File: config.mk
export PLATFORM = sky130hd
export DESIGN_NAME = qpht_front
export DESIGN_NICKNAME = d
export VERILOG_FILES = /design/src/hw/rtl/qpht_pkg.sv /design/src/hw/rtl/qpht_front.sv
export VERILOG_INCLUDE_DIRS = /design/src /design/src/hw/rtl
export SDC_FILE = /design/constraint.sdc
export NUM_CORES = 1
export LEC_CHECK = 0
export ABC_AREA = 0
export BUFFER_PORTS_ARGS = -buffer_cell sky130_fd_sc_hd__buf_4
export CAP_MARGIN = 20
export CORE_ASPECT_RATIO = 1.1
export CORE_MARGIN = 2
export CORE_UTILIZATION = 50
export DETAILED_ROUTE_END_ITERATION = 10
export HOLD_SLACK_MARGIN = 0.03
export PLACE_DENSITY = 0.76
export SYNTH_ARGS = -nofsm -noshare
export SYNTH_HDL_FRONTEND = slang
export SYNTH_SLANG_ARGS = --single-unit
export TNS_END_PERCENT = 10
File: constraint.sdc
create_clock -name clock -period 5.01 [get_ports clock]
set_input_delay 0.2505 -clock clock [delete_from_list [all_inputs] [get_ports clock]]
set_output_delay 0.2505 -clock clock [all_outputs]
set_load 0.02 [all_outputs]
File: src/hw/rtl/quadratic_probe_hash_table_assert.svh
// assertion macros for the quadratic probe hash table
`ifndef QUADRATIC_PROBE_HASH_TABLE_ASSERT_SVH
`define QUADRATIC_PROBE_HASH_TABLE_ASSERT_SVH
// property that must hold when not in reset
`define QPHT_ASSERT(label, prop, msg) \
   label: assert property (@(posedge clock) disable iff (reset) (prop)) else $error(msg);
// implication that must hold when not in reset
`define QPHT_IMPLY(label, ante, cons, msg) \
   label: assert property (@(posedge clock) disable iff (reset) (ante) |-> (cons)) \
      else $error(msg);
`endif

File: src/hw/rtl/qpht_pkg.sv
// shared types and codes for the quadratic probe hash table
`default_nettype none
package qpht_pkg;
   localparam logic [1:0] OP_LOOKUP = 2'd0;
   localparam logic [1:0] OP_INSERT = 2'd1;
   localparam logic [1:0] OP_REMOVE = 2'd2;
   localparam logic [1:0] OP_CLEAR  = 2'd3;

   localparam logic [1:0] POL_PRESENT = 2'd1;
   localparam logic [1:0] POL_ABSENT  = 2'd2;

   localparam logic [2:0] ST_INSERTED = 3'd0;
   localparam logic [2:0] ST_REPLACED = 3'd1;
   localparam logic [2:0] ST_SKIPPED  = 3'd2;
   localparam logic [2:0] ST_REMOVED  = 3'd3;
   localparam logic [2:0] ST_NOTFOUND = 3'd4;
   localparam logic [2:0] ST_FOUND    = 3'd5;
   localparam logic [2:0] ST_FULL     = 3'd6;
   localparam logic [2:0] ST_CLEARED  = 3'd7;

   localparam logic [1:0] ROW_EMPTY  = 2'd0;
   localparam logic [1:0] ROW_ACTIVE = 2'd1;
   localparam logic [1:0] ROW_TOMB   = 2'd2;

   typedef enum logic [2:0] {
      S_INIT, S_IDLE, S_MOD, S_READ, S_CHECK, S_OUT
   } state_type;
endpackage
`default_nettype wire

File: src/hw/rtl/qpht_front.sv
// request front end: two-entry word queue that decouples intake from the probe engine
`default_nettype none
`include "quadratic_probe_hash_table_assert.svh"
module qpht_front #(
   parameter int HASH_BITS  = 32,
   parameter int KEY_BITS   = 32,
   parameter int VALUE_BITS = 32
) (
   input  wire logic                  clock,
   input  wire logic                  reset,
   input  wire logic                  req_valid,
   output logic                       req_stall,
   input  wire logic [1:0]            req_operation,
   input  wire logic [1:0]            req_insert_policy,
   input  wire logic [HASH_BITS-1:0]  req_hash,
   input  wire logic [KEY_BITS-1:0]   req_key,
   input  wire logic [VALUE_BITS-1:0] req_value,
   output logic                       q_valid,
   input  wire logic                  q_take,
   output logic [1:0]                 q_operation,
   output logic                       q_is_insert_new,
   output logic [1:0]                 q_insert_policy,
   output logic [HASH_BITS-1:0]       q_hash,
   output logic [KEY_BITS-1:0]        q_key,
   output logic [VALUE_BITS-1:0]      q_value
);
   localparam int W = 2 + 2 + HASH_BITS + KEY_BITS + VALUE_BITS;
   logic [W-1:0] mem_ff [2];
   logic [1:0]   cnt_ff, cnt_in;
   logic         rd_ff, rd_in, wr_ff, wr_in;
   logic         push, pop;
   logic [W-1:0] head;

   assign req_stall = (cnt_ff == 2'd2);
   assign push = req_valid && !req_stall;
   assign pop  = q_take && q_valid;
   assign q_valid = (cnt_ff != 2'd0);
   assign head = mem_ff[rd_ff];
   assign {q_operation, q_insert_policy, q_hash, q_key, q_value} = head;
   // classify: insert that may create a new row (still checked against probe result)
   assign q_is_insert_new = (q_operation == qpht_pkg::OP_INSERT)
                            && (q_insert_policy != qpht_pkg::POL_PRESENT);

   always_comb begin
      cnt_in = cnt_ff + {1'b0, push} - {1'b0, pop};
      rd_in  = rd_ff ^ pop;
      wr_in  = wr_ff ^ push;
   end

   always_ff @(posedge clock) begin
      if (reset) begin
         cnt_ff <= 2'd0;
         rd_ff  <= 1'b0;
         wr_ff  <= 1'b0;
      end else begin
         cnt_ff <= cnt_in;
         rd_ff  <= rd_in;
         wr_ff  <= wr_in;
      end
      if (push) begin
         mem_ff[wr_ff] <= {req_operation, req_insert_policy, req_hash, req_key, req_value};
      end
   end

   `QPHT_ASSERT(a_cnt_range, cnt_ff != 2'd3, "queue count out of range")
   `QPHT_IMPLY(a_no_overflow, cnt_ff == 2'd2 && !pop, $past(1'b1) && cnt_in == 2'd2,
      "queue overflow")
   `QPHT_IMPLY(a_ptr_sync, cnt_ff == 2'd0, rd_ff == wr_ff, "empty queue pointers differ")
endmodule
`default_nettype wire

==> results.yml <==
drt:
  drt_wl_total_um: 15300
  wire_per_inst_um: 17.8
  initialDrtViolationCount: 254
  vias: 4191
  ant_nets: 0
  drc: 0
  first_pass_iters: 6
  viasPerCell: 4.86
sta:
  max_freq_mhz: 347
  slew_headroom_pct: 32.2
  final-hold-violation-count: 0
  fin_ws_ns: 2.13
  drv_slew: 0
  tightest_slew_ns: 1.02
  fin_crit_ns: 2.88
  rsz0062_at_grt: "no"
  setup-tns-final_ns: 0
  setup_violations: 0
  fin_crit_sh_pct: 57.4
  clock_skew_ns: 0.00896
synthesis:
  yosysSeqAreaShare_pct: 81.1
  ys_async_sr_fraction_pct: 0
  synthesis.nets: 445
  synth_fa_ha_area_share_pct: 0.667
  synth.avg_cell_area_um2: 22.3
  synth-compound-area-share_pct: 0.267
  ys.flop_type: "edfxtp_1"
  postSynthCellCount: 337
  yosysWarnings: 0
  netlist_area_mm2: 0.00751
  synthMuxAreaShare_pct: 15.2
  yosysUniqueCellTypes: 19
  synthSimpleGateAreaFrac_pct: 0.617
  synth_edf_count: 200
  synth_top_family_by_area: "multiplexers"
  synthXorXnorAreaFrac_pct: 0.300
  synth-seq-cells: 204
finish:
  layout_commonest_cell: "buf_4"
  design_area_mm2: 0.0109
  seqCellArea_mm2: 0.00609
  drive_gt1_share_pct: 50.8
  diodes: 0
  fillers: 844
  most-common-layout-cells: "buf_4 (209), edfxtp_1 (200), dlygate4sd3_1 (101)"
  area_growth_pct: 44.9
  nNetsFinal: 766
  multiInputGateArea_mm2: 0.00130
cts:
  cts_tree: "done"
  clock_latency_ns: 0.48
  clk_pin_slew_ns: 0.06
  cts_inserted_buffers: 20
  root_buffer: "clkbuf_16"
  clock_path_buffers: 3
  htree_levels: 1
  cts_sinks: 204
placed_design:
  dp_slack_ns: 2.46
  gp_congestion: 0.729
  port_buffers: 206
  place_hpwl_um: 8850
  place_area_mm2: 0.00922
power:
  vdd_ir_drop_max_v: 0.000408
  p_comb_share_pct: 27.7
  power_density_mw_per_mm2: 476
  seq_power_share_pct: 44.1
  internal_power_w: 0.00372
  sw_frac_of_total_pct: 28.1
  p_clk_share_pct: 28.3
  p_leak_nw: 4.12
  netSwitchingPower_w: 0.00145
critical_path:
  r2r_cells: 4
  worstPathRequired_ns: 4.76
  critPathBufInv: 2
  critical_path.most_common_cell: "buf_4"
  r2r-end: "mem_ff[1][78]"
  r2r-start: "cnt_ff[0]"
  crit_chain: "buf_4 > mux2_2 > buf_4"
  critPathSlowestCell: "dfxtp_4"
  rrSetupSlack_ns: 2.48
  critPathLaunchType: "flip-flop"
  worstPathMaxFanout: 65
  critPathTopFamily: "flip-flops"
  arrival_ns: 2.63
  cpPeakStageDelay_ns: 0.92
  path_class: "flip-flop to output pin"
  critPathCaptureType: "output pin"
global_routing:
  grt-ovfl-total: 0
  grt_first_pass_wirelength_um: 23300
  grt_max_degree: 73
  antenna_found_initial: 0
  first_global_vias: 4615
  track_usage_pct: 18.6
floorplanning:
  die_w_um: 121
  die_height_um: 133
  fp.coreArea_mm2: 0.0146
  io_pins: 207
  start_util_pct: 51.5
  die-area_mm2: 0.0160
  rows: 46
min_path:
  hold_class: "input pin to flip-flop"
  min_from: "q_take"
  holdPathEnd: "rd_ff"
  hold_path_depth: 3
run:
  cap_viol_max_count: 0
status:
  status: "finished, final reports clean"
-- stage by stage --
step,hold WS [ns],cells,total power [W],utilization (%)
2_1_floorplan,0.317,337,0.00316,-
3_3_place_gp,0.435,727,0.00365,63.3
3_5_place_dp,0.438,727,0.00369,63.3
4_1_cts,0.158,863,0.00521,74.7
5_1_grt,0.187,863,0.00538,74.7
6_report,0.182,863,0.00518,74.7
-- power groups by stage --
| stage | registers (W) | clock network, W | logic [W] |
|---|---|---|---|
| after floorplan | 0.00226 | 0 | 0.000896 |
| after CTS | 0.00229 | 0.00148 | 0.00144 |
| after global routing | 0.00231 | 0.00155 | 0.00151 |
| after detailed placement | 0.00232 | 0 | 0.00137 |
| after global placement | 0.00230 | 0 | 0.00135 |
| final | 0.00228 | 0.00146 | 0.00143 |
-- routing by layer --
layer | GRT usage, % | share of wire (%)
met4 | 4.65 | 1.9
met5 | 0 | 0
met3 | 5.34 | 8.1
met1 | 20.5 | 37
met2 | 34.8 | 53
-- flip-flops by register name, summed over array words and instances, names as in the netlist --
register	count
mem_ff	200
rd_ff	1
cnt_ff	2
wr_ff	1
-- area by class of cell --
type | count | area share (%)
tap | 192 | 2.21
multi-input combinational | 117 | 12.0
inverter | 5 | 0.173
clock inverter | 12 | 1.02
sequential | 204 | 56.0
timing repair buffer | 310 | 23.7
clock buffer | 23 | 4.90
-- synthesized netlist by cell type (2+ instances only) --
| library cell | instances | area (um2) |
|---|---|---|
| inv_1 | 5 | 18.8 |
| nor2b_1 | 2 | 12.5 |
| nor2_1 | 3 | 11.3 |
| dfxtp_1 | 4 | 80.1 |
| mux2_2 | 98 | 1100 |
| buf_6 | 9 | 101 |
| ha_1 | 4 | 50.1 |
| mux2i_1 | 2 | 20.0 |
| edfxtp_1 | 200 | 6010 |
-- how the worst max path moves through the flow --
stage	from	end	slack [ns]	cells past startpoint
5_1_grt	rd_ff	q_hash[28]	2.03	3
3_5_place_dp	cnt_ff[0]	mem_ff[0][91]	2.46	4
2_1_floorplan	cnt_ff[0]	mem_ff[1][0]	1.55	3
6_report	rd_ff	q_hash[28]	2.13	3
4_1_cts	rd_ff	q_key[21]	2.13	3
3_3_place_gp	cnt_ff[0]	mem_ff[0][91]	2.55	4
-- tightest hold or removal path: cells and delay by family --
kind | cells | cell delay [ns]
multiplexers | 1 | 0.16
AO/OA/AOI/OAI | 1 | 0.14
buffers and inverters | 1 | 0.08
-- cells by family (layout without fill, tap and decap cells) --
logic type      count (synthesis)  after routing
compound gates                  2              2
xor+xnor                        1              1
fa+ha+maj                       4              4
buf+inv                        16            350
flops                         204            204
mux                           101            101
simple gates                    9              9
-- timing repair --
action	4_1_cts	5_1_grt
setup endpoints to repair	0	0
buffers inserted	0	0
hold endpoints to repair	203	0
hold buffers	101	0
resized for setup	0	0
No activity file was read; power rests on OpenSTA's default activity.
